--- config.mk ---
export PLATFORM = sky130hd
export DESIGN_NAME = guid_text_parser
export DESIGN_NICKNAME = d
export VERILOG_FILES = /design/src/rtl/core/gtp_pkg.sv /design/src/rtl/core/gtp_front.sv /design/src/rtl/core/gtp_queue.sv /design/src/rtl/core/gtp_back.sv /design/src/rtl/core/guid_text_parser.sv
export SDC_FILE = /design/constraint.sdc
export NUM_CORES = 1
export LEC_CHECK = 0
export BUFFER_PORTS_ARGS = -buffer_cell sky130_fd_sc_hd__buf_2
export CORE_ASPECT_RATIO = 0.75
export CORE_MARGIN = 2
export CORE_UTILIZATION = 45
export DETAILED_ROUTE_END_ITERATION = 8
export PLACE_DENSITY_LB_ADDON = 0.12
export SLEW_MARGIN = 40
export SYNTH_ARGS = -nofsm -noshare
export SYNTH_HDL_FRONTEND = slang
export SYNTH_SLANG_ARGS = --single-unit
--- constraint.sdc ---
create_clock -name clk -period 7.5 [get_ports clk]
set_input_delay 0.375 -clock clk [delete_from_list [all_inputs] [get_ports clk]]
set_output_delay 0.375 -clock clk [all_outputs]
set_load 0.005 [all_outputs]
--- src/rtl/core/gtp_pkg.sv ---
// Shared types, character codes and decode functions for the GUID text parser.
package gtp_pkg;

    localparam logic [5:0] TEXT_LEN = 6'd36;

    localparam logic [5:0] DASH_POS_A = 6'd8;
    localparam logic [5:0] DASH_POS_B = 6'd13;
    localparam logic [5:0] DASH_POS_C = 6'd18;
    localparam logic [5:0] DASH_POS_D = 6'd23;

    localparam logic [7:0] CH_DASH    = 8'h2D;
    localparam logic [7:0] CH_ZERO    = 8'h30;
    localparam logic [7:0] CH_NINE    = 8'h39;
    localparam logic [7:0] CH_LOWER_A = 8'h61;
    localparam logic [7:0] CH_LOWER_F = 8'h66;
    localparam logic [7:0] CH_UPPER_A = 8'h41;
    localparam logic [7:0] CH_UPPER_F = 8'h46;
    localparam logic [7:0] HEX_TEN    = 8'd10;

    // One command from the decoder to the byte assembler.
    typedef struct packed {
        logic       wr;
        logic [3:0] slot;
        logic [7:0] data;
        logic       last;
        logic       ok;
    } cmd_t;

    typedef struct packed {
        logic       valid;
        logic [3:0] value;
    } nibble_t;

    // Maps the index of a digit pair to its byte place in the binary GUID.
    function automatic logic [3:0] byte_slot(input logic [3:0] pair);
        logic [3:0] slot;
        case (pair)
            4'd0:    slot = 4'd3;
            4'd1:    slot = 4'd2;
            4'd2:    slot = 4'd1;
            4'd3:    slot = 4'd0;
            4'd4:    slot = 4'd5;
            4'd5:    slot = 4'd4;
            4'd6:    slot = 4'd7;
            4'd7:    slot = 4'd6;
            default: slot = pair;
        endcase
        return slot;
    endfunction

    function automatic nibble_t hex_value(input logic [7:0] c);
        nibble_t    n;
        logic [7:0] diff;
        diff = 8'd0;
        n.valid = 1'b1;
        if (c >= CH_ZERO && c <= CH_NINE)
        begin
            diff = c - CH_ZERO;
        end
        else if (c >= CH_LOWER_A && c <= CH_LOWER_F)
        begin
            diff = c - CH_LOWER_A + HEX_TEN;
        end
        else if (c >= CH_UPPER_A && c <= CH_UPPER_F)
        begin
            diff = c - CH_UPPER_A + HEX_TEN;
        end
        else
        begin
            n.valid = 1'b0;
        end
        n.value = diff[3:0];
        return n;
    endfunction

endpackage

--- src/rtl/core/gtp_front.sv ---
// Character decoder: tracks the text position, checks each character and issues byte commands.
module gtp_front
(
    input  logic          clk,
    input  logic          rst_n,
    input  logic          take,
    input  logic [7:0]    ch,
    input  logic          last,
    output gtp_pkg::cmd_t cmd
);

    logic [5:0] position_reg, position_next;
    logic       bad_reg, bad_next;
    logic [3:0] high_nibble_reg, high_nibble_next;

    gtp_pkg::nibble_t nib;
    logic             in_text;
    logic             dash_pos;
    logic [2:0]       dashes;
    logic [5:0]       digit_idx;
    logic             bad_now;
    logic [3:0]       value;

    always_comb
    begin
        nib      = gtp_pkg::hex_value(ch);
        in_text  = position_reg < gtp_pkg::TEXT_LEN;
        dash_pos = position_reg inside {gtp_pkg::DASH_POS_A, gtp_pkg::DASH_POS_B,
                                        gtp_pkg::DASH_POS_C, gtp_pkg::DASH_POS_D};
        dashes   = 3'(position_reg > gtp_pkg::DASH_POS_A)
                 + 3'(position_reg > gtp_pkg::DASH_POS_B)
                 + 3'(position_reg > gtp_pkg::DASH_POS_C)
                 + 3'(position_reg > gtp_pkg::DASH_POS_D);
        // Index of the hex digit within the text, dashes skipped.
        digit_idx = position_reg - {3'd0, dashes};
        value     = nib.valid ? nib.value : 4'd0;

        bad_now = 1'b0;
        if (in_text)
        begin
            bad_now = dash_pos ? (ch != gtp_pkg::CH_DASH) : !nib.valid;
        end

        cmd.wr   = in_text && !dash_pos && digit_idx[0];
        cmd.slot = gtp_pkg::byte_slot(digit_idx[4:1]);
        cmd.data = {high_nibble_reg, value};
        cmd.last = last;

        bad_next         = bad_reg | bad_now;
        position_next    = in_text ? position_reg + 6'd1 : position_reg;
        high_nibble_next = (in_text && !dash_pos && !digit_idx[0]) ? value : high_nibble_reg;

        cmd.ok = !bad_next && (position_next >= gtp_pkg::TEXT_LEN);
    end

    always_ff @(posedge clk or negedge rst_n)
    begin
        if (!rst_n)
        begin
            position_reg    <= '0;
            bad_reg         <= 1'b0;
            high_nibble_reg <= '0;
        end
        else if (take)
        begin
            if (last)
            begin
                position_reg    <= '0;
                bad_reg         <= 1'b0;
                high_nibble_reg <= '0;
            end
            else
            begin
                position_reg    <= position_next;
                bad_reg         <= bad_next;
                high_nibble_reg <= high_nibble_next;
            end
        end
    end

endmodule

--- src/rtl/core/gtp_queue.sv ---
// Small command queue between the decoder and the byte assembler.
module gtp_queue
#(
    parameter int DEPTH = 4
)
(
    input  logic          clk,
    input  logic          rst_n,
    input  logic          push,
    input  gtp_pkg::cmd_t push_cmd,
    output logic          full,
    input  logic          pop,
    output logic          empty,
    output gtp_pkg::cmd_t pop_cmd
);

    localparam int PW = (DEPTH > 1) ? $clog2(DEPTH) : 1;
    localparam int CW = $clog2(DEPTH + 1);

    gtp_pkg::cmd_t entry_reg [DEPTH];
    logic [PW-1:0] wr_ptr_reg, rd_ptr_reg;
    logic [CW-1:0] count_reg, count_next;

    assign full    = count_reg == CW'(DEPTH);
    assign empty   = count_reg == '0;
    assign pop_cmd = entry_reg[rd_ptr_reg];

    always_comb
    begin
        count_next = count_reg;
        if (push && !pop)
        begin
            count_next = count_reg + CW'(1);
        end
        else if (pop && !push)
        begin
            count_next = count_reg - CW'(1);
        end
    end

    always_ff @(posedge clk or negedge rst_n)
    begin
        if (!rst_n)
        begin
            wr_ptr_reg <= '0;
            rd_ptr_reg <= '0;
            count_reg  <= '0;
        end
        else
        begin
            count_reg <= count_next;
            if (push)
            begin
                wr_ptr_reg <= (wr_ptr_reg == PW'(DEPTH - 1)) ? '0 : wr_ptr_reg + PW'(1);
            end
            if (pop)
            begin
                rd_ptr_reg <= (rd_ptr_reg == PW'(DEPTH - 1)) ? '0 : rd_ptr_reg + PW'(1);
            end
        end
    end

    always_ff @(posedge clk)
    begin
        if (push)
        begin
            entry_reg[wr_ptr_reg] <= push_cmd;
        end
    end

endmodule

--- src/rtl/core/gtp_back.sv ---
// Byte assembler: stores decoded bytes and drives the registered result word.
module gtp_back
(
    input  logic          clk,
    input  logic          rst_n,
    input  logic          cmd_empty,
    input  gtp_pkg::cmd_t cmd,
    output logic          cmd_pop,
    output logic          out_valid,
    input  logic          out_ready,
    output logic [127:0]  out_data,
    output logic          out_ok
);

    logic [7:0]   bytes_reg [16];
    logic [7:0]   merged [16];
    logic [127:0] packed_bytes;
    logic         valid_reg, valid_next;
    logic [127:0] data_reg;
    logic         ok_reg;
    logic         load;

    assign cmd_pop   = !cmd_empty && (!valid_reg || out_ready);
    assign load      = cmd_pop && cmd.last;
    assign out_valid = valid_reg;
    assign out_data  = data_reg;
    assign out_ok    = ok_reg;

    // The byte written by the closing character is already part of the result.
    always_comb
    begin
        for (int i = 0; i < 16; i++)
        begin
            merged[i] = (cmd.wr && cmd.slot == 4'(i)) ? cmd.data : bytes_reg[i];
            packed_bytes[i*8 +: 8] = merged[i];
        end
    end

    always_comb
    begin
        valid_next = valid_reg;
        if (load)
        begin
            valid_next = 1'b1;
        end
        else if (out_ready)
        begin
            valid_next = 1'b0;
        end
    end

    always_ff @(posedge clk or negedge rst_n)
    begin
        if (!rst_n)
        begin
            valid_reg <= 1'b0;
        end
        else
        begin
            valid_reg <= valid_next;
        end
    end

    always_ff @(posedge clk)
    begin
        if (cmd_pop && cmd.wr)
        begin
            bytes_reg[cmd.slot] <= cmd.data;
        end
        if (load)
        begin
            data_reg <= cmd.ok ? packed_bytes : '0;
            ok_reg   <= cmd.ok;
        end
    end

endmodule

--- src/rtl/core/guid_text_parser.sv ---
// GUID text parser: one character per word in, one 16-byte binary GUID per string out.
// The block takes one character per clock while the command queue has room. m_tvalid rises
// once a string's closing character (tlast) has left the queue for the output register, when
// no earlier result is still waiting. The rate is set by the decoder, which checks one
// character and forms at most one byte per clock. A command queue of QUEUE_DEPTH entries and
// a registered output stage decouple the two sides: while a result waits to be taken, the
// input side keeps accepting words until the queue holds QUEUE_DEPTH of them. A string gives
// ok (tuser) high only if its first 36 characters form the 8-4-4-4-12 text form; otherwise
// the 128 data bits are zero. Characters beyond the 36th are ignored until tlast.
module guid_text_parser
#(
    parameter int QUEUE_DEPTH = 4
)
(
    input  logic         clk,
    input  logic         rst_n,
    input  logic         s_tvalid,
    output logic         s_tready,
    input  logic [7:0]   s_tdata,   // [7:0] ch
    input  logic         s_tlast,   // last
    output logic         m_tvalid,
    input  logic         m_tready,
    output logic [127:0] m_tdata,   // [63:0] guid_low, [127:64] guid_high
    output logic         m_tuser    // [0] ok
);

    gtp_pkg::cmd_t front_cmd;
    gtp_pkg::cmd_t queue_cmd;
    logic          take;
    logic          queue_full;
    logic          queue_empty;
    logic          queue_pop;

    assign s_tready = !queue_full;
    assign take     = s_tvalid && s_tready;

    gtp_front u_front
    (
        .clk   (clk),
        .rst_n (rst_n),
        .take  (take),
        .ch    (s_tdata),
        .last  (s_tlast),
        .cmd   (front_cmd)
    );

    gtp_queue #(.DEPTH(QUEUE_DEPTH)) u_queue
    (
        .clk      (clk),
        .rst_n    (rst_n),
        .push     (take),
        .push_cmd (front_cmd),
        .full     (queue_full),
        .pop      (queue_pop),
        .empty    (queue_empty),
        .pop_cmd  (queue_cmd)
    );

    gtp_back u_back
    (
        .clk       (clk),
        .rst_n     (rst_n),
        .cmd_empty (queue_empty),
        .cmd       (queue_cmd),
        .cmd_pop   (queue_pop),
        .out_valid (m_tvalid),
        .out_ready (m_tready),
        .out_data  (m_tdata),
        .out_ok    (m_tuser)
    );

endmodule

Word-level counts from Yosys, hierarchy flattened --
Memories as Yosys holds them, arrays and structs flattened. A register that Yosys moved wholly into a read port is not among the register bits. Index checks and enable logic that the tools add are counted.
Operators by class: add/sub/neg operators 14, magnitude comparators 12, equality and inequality tests 15, muxes and demuxes 25, bitwise operators 1, reduce and logical (&&, ||, !) cells 46
Operator list (number):
- $pmux 4 s8 | 1
- $logic_not 1->1 | 25
- $mux 4 | 6
- $eq 4x3->1 const B | 4
- $ge 8x7->1 const B | 2
- $le 8x7->1 const B | 2
- $logic_and 1x1->1 | 13
- $eq 6x4->1 const B | 2
- $eq 6x5->1 const B | 2
- $gt 6x4->1 const B | 2
- $gt 6x5->1 const B | 2
- $mux 1 | 12
- $mux 6 | 2
- $sub 4x1->4 const B | 3
- $add 4x4->4 const B | 2
- $eq 4x2->1 const B | 2
- $ge 8x6->1 const B | 1
- $le 8x6->1 const B | 1
- $ne 8x6->1 const B | 1
- $add 3x1->3 | 2
- $add 6x1->6 const B | 1
- $ge 6x6->1 const B | 1
- $lt 6x6->1 const B | 1
- $mux 3 | 2
- 16 further kinds | 21
Storage, ports and cells: register bits after elaboration 20, RAM bits 188, input bits 13, output and inout port bits 131, logic and storage cells 123, memories kept 2
Memory list:
- u_back.bytes_reg | words 16, width 8, rd ports 16, clocked after Yosys merged registers in 16, write ports 1, RTL line gtp_back.sv:15 | logic [7:0] bytes_reg [16];
- u_queue.entry_reg | words 4, width 15, rd ports 1, clocked after Yosys merged registers in 0, write ports 1, RTL line gtp_queue.sv:20 | gtp_pkg::cmd_t entry_reg [DEPTH];

Logic depth before layout (Yosys ltp) --
Gate-level depths: netlist of run 1.
depth in word-level cells 11, mapped depth 14, mapped depth without buffers 13

Modules after synthesis --
From an unflattened synthesis of run 1, not the netlist that was laid out.
Unflattened totals: cells, all modules 870, area, all modules 13924.6 µm²
By module, submodules not included:
- gtp_back | instances 1, cells an instance 603, area each 9998.3 µm², sequential area each 7742.4 µm²
- gtp_queue | instances 1, cells an instance 116, area each 2618.8 µm², sequential area each 1976.9 µm²
- gtp_front | instances 1, cells an instance 149, area each 1297.5 µm², sequential area each 275.3 µm²
- guid_text_parser | instances 1, cells an instance 2, area each 10.0 µm², sequential area each 0.0 µm²

Worst setup path after synthesis of run 1 --
OpenSTA, ideal clock, no wires.
path kind register to register, start reg u_queue.rd_ptr_reg[1], end reg u_back.data_reg[0] (netlist: u_back.out_data[0]) (read register of u_back.bytes_reg) (enable), setup time 636 ps, arrival time 6909 ps, data required time 6864 ps, slack -46 ps, cell stages (with the launch flop) 5, buffers on the path 2, period minus slack after synthesis 7546 ps, path through dfrtp_1 clkbuf_1 clkbuf_1 mux4_2 nor2b_1
On the way: longest elaborated chain between the ends 2, elaborated cells on any way between the ends 3, classes of those cells reduce/logical: 2; memory: 1
RTL lines:
- from (decl) | RTL line gtp_queue.sv:21 | logic [PW-1:0] wr_ptr_reg, rd_ptr_reg;
- from (signal assigned) | RTL line gtp_queue.sv:58 | rd_ptr_reg <= (rd_ptr_reg == PW'(DEPTH - 1)) ? '0 : rd_ptr_reg + PW'(1);
- $mem_v2 4x15
- $logic_and 1x1->1 | RTL line gtp_back.sv:24 | assign load = cmd_pop && cmd.last;
- named net u_back.load | RTL line gtp_back.sv:21 | logic load;
- to (decl) | RTL line gtp_back.sv:19 | logic [127:0] data_reg;
The timed path passes the listed nets, and every way through them passes these cells. A chain may end at the register's enable or synchronous reset.

==> results of run 1 <==
## layer usage
metal,vias up,global-route usage
met5,-,0
met4,0,0.0425
met3,36,0.0289
met2,183,0.283
met1,3672,0.278
li1,3458,-
## logic make-up (layout without fill, tap and decap cells)
| family | after synthesis | after routing | synth area share |
|---|---|---|---|
| AOI/OAI and AO/OA | 47 | 47 | 0.0216 |
| xor gates and xnor gates | 8 | 8 | 0.00511 |
| adders and majority gates | 21 | 21 | 0.0208 |
| buffers and inverters | 69 | 234 | 0.0224 |
| DFF | 336 | 336 | 0.729 |
| muxes | 150 | 150 | 0.123 |
| other | 0 | 1 | 0 |
| and+or+nand+nor | 224 | 224 | 0.0771 |
## cell type report
class	count	area, sq um	area share
Inverter	20	75.1	0.00474
Tap cell	399	499	0.0315
Timing Repair Buffer	153	813	0.0514
Clock inverter	19	81.3	0.00514
Sequential cell	336	9990	0.632
Multi-Input combinational cell	450	3450	0.218
Antenna cell	1	2.50	0.000158
Clock buffer	42	912	0.0576
## worst max-delay path, cell delays in order, from the launching register on
cell and delay, ns:
dfrtp_1 0.72, or4b_2 0.66, a21o_1 0.21, ha_1 0.29
fa_1 0.39, ha_1 0.32, fa_1 0.43, nor2b_1 0.13
nor3_1 0.06, xnor2_1 0.30, nand3b_1 0.13, xnor2_1 0.27
## power by group
part	switching, mW	internal [mW]	leakage [nW]
clock network	0.676	0.862	0.488
logic	1.67	0.858	2.31
registers	0.262	3.15	3.22
## stage by stage
step / setup WS (ns) / hold slack, ns / instance area [sq um] / power [mW]
6_report: 3.37 / 0.162 / 15800 / 7.48
3_5_place_dp: 3.37 / 0.381 / 14800 / 6.03
2_1_floorplan: 2.48 / 0.0794 / 13700 / 4.97
3_3_place_gp: 3.46 / 0.381 / 14800 / 5.98
4_1_cts: 3.34 / 0.145 / 15800 / 7.58
5_1_grt: 3.08 / 0.196 / 15800 / 7.93
## cell usage in the layout (no fill, tap or decap), types with 3 or more instances in the layout
master / synthesis / final
a21o_1: 7 / 7
a21oi_1: 9 / 9
and3_2: 0 / 4
buf_2: 8 / 143
buf_4: 2 / 6
clkbuf_1: 35 / 6
clkbuf_16: 0 / 35
clkinv_1: 1 / 15
clkinv_2: 0 / 4
dfrtp_1: 19 / 19
edfxtp_1: 317 / 317
fa_1: 3 / 3
ha_1: 18 / 18
inv_1: 19 / 19
mux2i_1: 133 / 133
mux4_2: 15 / 14
nand2_1: 151 / 148
nand2_2: 0 / 3
nand2b_1: 7 / 7
nand3_1: 3 / 3
nand3b_1: 3 / 3
nor2_1: 11 / 11
nor2_4: 6 / 6
nor2b_1: 4 / 3
nor3_1: 8 / 7
nor4_2: 0 / 3
nor4b_1: 3 / 3
o21ai_0: 13 / 13
o22ai_1: 3 / 3
o31ai_1: 3 / 3
or2_1: 3 / 3
or2_2: 3 / 3
or3_1: 5 / 5
xnor2_1: 5 / 5
xor2_1: 3 / 3
## worst max-delay path by stage
stage	startpoint	to	slack, ns	cells past startpoint
2_1_floorplan	u_queue.rd_ptr_reg[1]$_DFFE_PN0P_	u_back.out_data[0]$_SDFFCE_PN0P_	2.48	4
5_1_grt	u_front.position_reg[3]$_DFFE_PN0P_	u_queue.entry_reg[3][11]$_DFFE_PP_	3.08	11
6_report	u_front.position_reg[3]$_DFFE_PN0P_	u_queue.entry_reg[3][11]$_DFFE_PP_	3.37	11
3_3_place_gp	u_front.position_reg[3]$_DFFE_PN0P_	u_queue.entry_reg[0][11]$_DFFE_PP_	3.46	11
4_1_cts	u_front.position_reg[3]$_DFFE_PN0P_	u_queue.entry_reg[3][11]$_DFFE_PP_	3.34	11
3_5_place_dp	u_front.position_reg[3]$_DFFE_PN0P_	u_queue.entry_reg[0][11]$_DFFE_PP_	3.37	11
==> impl_metrics.ini, run 1 <==
[yosys]
synth_top_area_cell = edfxtp_1
synth_cell_type_count = 52
ys_ff_latch = 336
synthesis.area_sq_mm = 0.0137
yosysWarnings = 0
avgSynthCellArea_sq_um = 16.0
synthCells = 855
synth_flop_cell = edfxtp_1
synth.most_common_cell = edfxtp_1
netlist_top_cells_count = 317 x edfxtp_1, 151 x nand2_1, 133 x mux2i_1
netlist_top_cells_area = edfxtp_1 69%, mux2i_1 9.7%, nand2_1 4.1%
synth_edf_count = 317
async_flop_share = 0.0565
synth_nets = 889
synth_top_area_frac = 0.695
seq_area_frac_synth = 0.729

[final_layout]
fin_cells = 1420
fillerInstances = 2434
final_util = 0.526
nets = 1030
final_layout_size_suffix_gt1_frac = 0.230
area_growth_pct = 15.5

[timing]
fmax_mhz = 242
setup_tns_ns = 0
slew_headroom = 0.463
setup_viol = 0
period_minus_slack_ns = 4.13
hold_violations = 0
worstMarginPinSlew_ns = 0.803
rsz0062_at_grt = no
finalCritPeriodShare = 0.550
slew_viol_final = 0
fin_skew_ns = 0.0200

[route]
drt_iter0_drc = 538
vias_per_cell = 5.18
wl_met3_mm = 1.52
first_pass_iters = 5
num_vias = 7349
route.met2.wl_mm = 12.9
routed.top_layer = met4
wirelength_mm = 28.9
met1_length_mm = 14.0
drc_errors = 0
postRouteAntennaNets = 0
wl_per_cell_um = 20.4

[worst_setup_path]
reg2reg_from = u_front.position_reg[3]$_DFFE_PN0P_
worst_r2r_path_depth = 11
rrSetupSlack_ns = 3.37
start_kind = flop
worstSetupPathType = flop to flop
cp-end-kind = flop
r2r_end = u_queue.entry_reg[3][11]$_DFFE_PP_
crit_fanout = 20
worst-endpoint-required_ns = 7.79
crit_arrival_ns = 4.42

[clock_tree]
cts_num_sinks = 336
clk_pin_slew_ns = 0.06
postCtsHoldBufs = 1
cts_tree = done
cts_setup_buffers = 0
cts.repair.resized = 0
worstSkewPairLatency_ns = 0.51
clockRootBuffer = clkbuf_16
htreeDepth = 2
cts_max_path_buffers = 3
cts_buffers = 35

[global_route]
grt_pass1_vias = 7153
grtUsageTotal = 0.184
antenna_found_initial = 0
grt_max_degree = 67
grt_pass1_wl_mm = 43.6
grt_overflow = 0

[placement]
dpl.cell_count = 1357
dp_hpwl_mm = 17.7
portBuffers = 143
gp_congestion = 0.780

[floorplan]
dieArea_sq_mm = 0.0319
coreArea_sq_mm = 0.0301
start_util = 0.456
rows = 55
die_y_um = 155
ios = 144
die_w_um = 205

[flow_run]
maxCapViolCount = 0

[pwr]
leakage_nw = 6.02
power.density_mw_per_mm2 = 473
vdd_drop_max_mv = 0.327

[min_path]
hp-start = m_tready
worstHoldPathType = input pin to flop
whs_path_depth = 3
min_to = u_back.out_valid$_DFFE_PN0P_

[status]
status = finished clean
No activity file was read; power rests on OpenSTA's default activity.
==> inputs of run 2 (changes only) <==
ABC_AREA = 1   (was unset)
clock period = 4.2 ns   (was 7.5 ns; I/O delays follow)
==> impl_metrics.ini, run 2 <==
[final_layout]
mostFrequentLayoutCell = nand2_1
nets = 1555
final_cell_mix = 340 x nand2_1, 317 x edfxtp_1, 284 x nor2_1
area_growth_pct = 15.5
final_layout_size_suffix_gt1_frac = 0.168
diodes = 0
fillerInstances = 2802
final_util = 0.526

[yosys]
synth_flop_cell = edfxtp_1
synth_top_area_cell = edfxtp_1
avgSynthCellArea_sq_um = 10.8
ys_ff_latch = 336
netlist_top_cells_area = edfxtp_1 65%, nand2_1 8.7%, nor2_1 7.4%
seq_area_frac_synth = 0.679
async_flop_share = 0.0565
synth.most_common_cell = nand2_1
synthCells = 1369
yosysWarnings = 0
synth_cell_type_count = 37
synth_nets = 1403
synth_top_area_frac = 0.646
synthesis.area_sq_mm = 0.0147
synth_edf_count = 317
netlist_top_cells_count = 340 x nand2_1, 317 x edfxtp_1, 289 x nor2_1

[clock_tree]
worstSkewPairLatency_ns = 0.53
htreeDepth = 2
clockRootBuffer = clkbuf_16
cts_max_path_buffers = 3
cts.repair.resized = 0
cts_buffers = 35
cts_num_sinks = 336
clk_pin_slew_ns = 0.06
cts_tree = done

[pwr]
power.density_mw_per_mm2 = 829
finalPower_mw = 14.1
vdd_drop_max_mv = 0.553
leakage_nw = 7.66

[route]
wirelength_mm = 33.1
postRouteAntennaNets = 0
drc_errors = 0
first_pass_iters = 5
vias_per_cell = 4.82
wl_per_cell_um = 16.7
num_vias = 9585
drt_iter0_drc = 873

[worst_setup_path]
crit_slowest_cell = dfrtp_1
critPathBufInv = 1
worstSetupPathType = flop to flop
start_kind = flop
cp_common_cell = ha_1
worst_path_largest_cell_delay_ns = 0.44
cp-end-kind = flop
cp_top_family = adder cells
crit_path_cell_trace = inv_1 -> ha_1 -> o31ai_1 -> ha_1 -> fa_1 -> ha_1 -> fa_1 -> o21ai_0 -> xor2_1 -> nand2_1 -> xor2_1
worst-endpoint-required_ns = 4.51
crit_arrival_ns = 3.89
crit_fanout = 6

[timing]
slew_viol_final = 0
setup_viol = 0
slew_headroom = 0.507
hold_violations = 0
fmax_mhz = 279
period_minus_slack_ns = 3.59
rsz0062_at_grt = no
finalCritPeriodShare = 0.855
fin_skew_ns = 0.0269
setup_tns_ns = 0
worstMarginPinSlew_ns = 0.738

[flow_run]
maxCapViolCount = 0

[placement]
dp_hpwl_mm = 20.2
gp_congestion = 0.822
portBuffers = 143

[global_route]
grt_max_degree = 130
grt_pass1_vias = 9165
grt_pass1_wl_mm = 52.1
antenna_found_initial = 0
grt_overflow = 0
grtUsageTotal = 0.199

[floorplan]
die_w_um = 213
coreArea_sq_mm = 0.0323
rows = 57
start_util = 0.456
ios = 144
dieArea_sq_mm = 0.0342
die_y_um = 161

[status]
status = finished clean

[min_path]
worstHoldPathType = input pin to async pin
## run 2: cell count changes after synthesis, sizes merged, moves of 8 or more
cell and change:
nor2 +282, nand3 +83, mux4 -15, buf +27
mux2i -133, nand2b -8, clkbuf -31, inv +143
nand2 +217
## run 2: per-stage QoR
stage / cells / hold WS (ns) / cell area (sq um) / worst slack, ns
2_1_floorplan: 1369 / -0.0856 / 14700 / 0.708
3_3_place_gp: 1923 / 0.200 / 15900 / 0.686
3_5_place_dp: 1923 / 0.206 / 15900 / 0.634
4_1_cts: 1988 / 0.177 / 17000 / 0.609
5_1_grt: 1988 / 0.221 / 17000 / 0.330
6_report: 1988 / 0.186 / 17000 / 0.611
## run 2: final timing paths
kind / cells after the start / start / endpoint / slack [ns]
worst max-delay path: 11 / u_front.position_reg[1]$_DFFE_PN0P_ / u_queue.entry_reg[2][11]$_DFFE_PP_ / 0.61
worst min-delay path: 2 / rst_n / u_queue.wr_ptr_reg[0]$_DFFE_PN0P_ / 0.19
worst max register to register: 11 / u_front.position_reg[1]$_DFFE_PN0P_ / u_queue.entry_reg[2][11]$_DFFE_PP_ / 0.61
worst min register to register: 2 / u_back.bytes_reg[12][5]$_DFFE_PP_ / u_back.out_data[101]$_SDFFCE_PN0P_ / 0.54
max in group asynchronous: 2 / rst_n / u_queue.wr_ptr_reg[1]$_DFFE_PN0P_ / 3.66
min in group clk: 2 / s_tdata[3] / u_queue.entry_reg[2][5]$_DFFE_PP_ / 0.22
## run 2: final cells by class
cell class / instances / area, sq um / share of cell area
repair buffers: 160 / 901 / 0.0530
flip-flops and latches: 336 / 9990 / 0.588
multi-input cells: 825 / 3860 / 0.227
inverters: 163 / 614 / 0.0361
clock buffers: 50 / 975 / 0.0573
well taps: 442 / 553 / 0.0325
clock inverters: 12 / 104 / 0.00611
## run 2: cells by family (layout without fill, tap and decap cells)
group                      Yosys count  after routing  synth area share
xor gates and xnor gates             7              7           0.00416
DFF                                336            336             0.679
AOI/OAI and AO/OA                   37             37            0.0143
adders and majority gates           21             21            0.0194
muxes                                1              1          0.000765
and+or+nand+nor                    759            759             0.220
buffers and inverters              208            385            0.0622
## run 2: where the power goes
part | total, mW | leakage (nW) | internal, mW | switching, mW
logic | 5.32 | 3.91 | 1.43 | 3.89
registers | 5.79 | 3.23 | 5.48 | 0.317
clock network | 2.97 | 0.519 | 1.74 | 1.24
total | 14.1 | 7.66 | 8.65 | 5.44
## run 2: repair_timing
action | in CTS | in global routing
hold endpoints to repair | 22 | 0
setup endpoints to repair | 0 | 0
setup buffers | 0 | 0
hold buffers | 3 | 0
## run 2: worst register-to-register path: stages (launching register included)
cell,delay [ns]
dfrtp_1,0.44
inv_1,0.15
ha_1,0.22
o31ai_1,0.26
ha_1,0.29
fa_1,0.40
ha_1,0.32
fa_1,0.44
o21ai_0,0.23
xor2_1,0.28
nand2_1,0.10
xor2_1,0.26
## run 2: per-layer routing
layer / global-route usage / part of all wire / vias up
met4: 0.0512 / 0.019 / 0
li1: - / - / 4735
met1: 0.300 / 0.49 / 4531
met2: 0.298 / 0.44 / 268
met5: 0 / 0 / -
met3: 0.0354 / 0.057 / 51
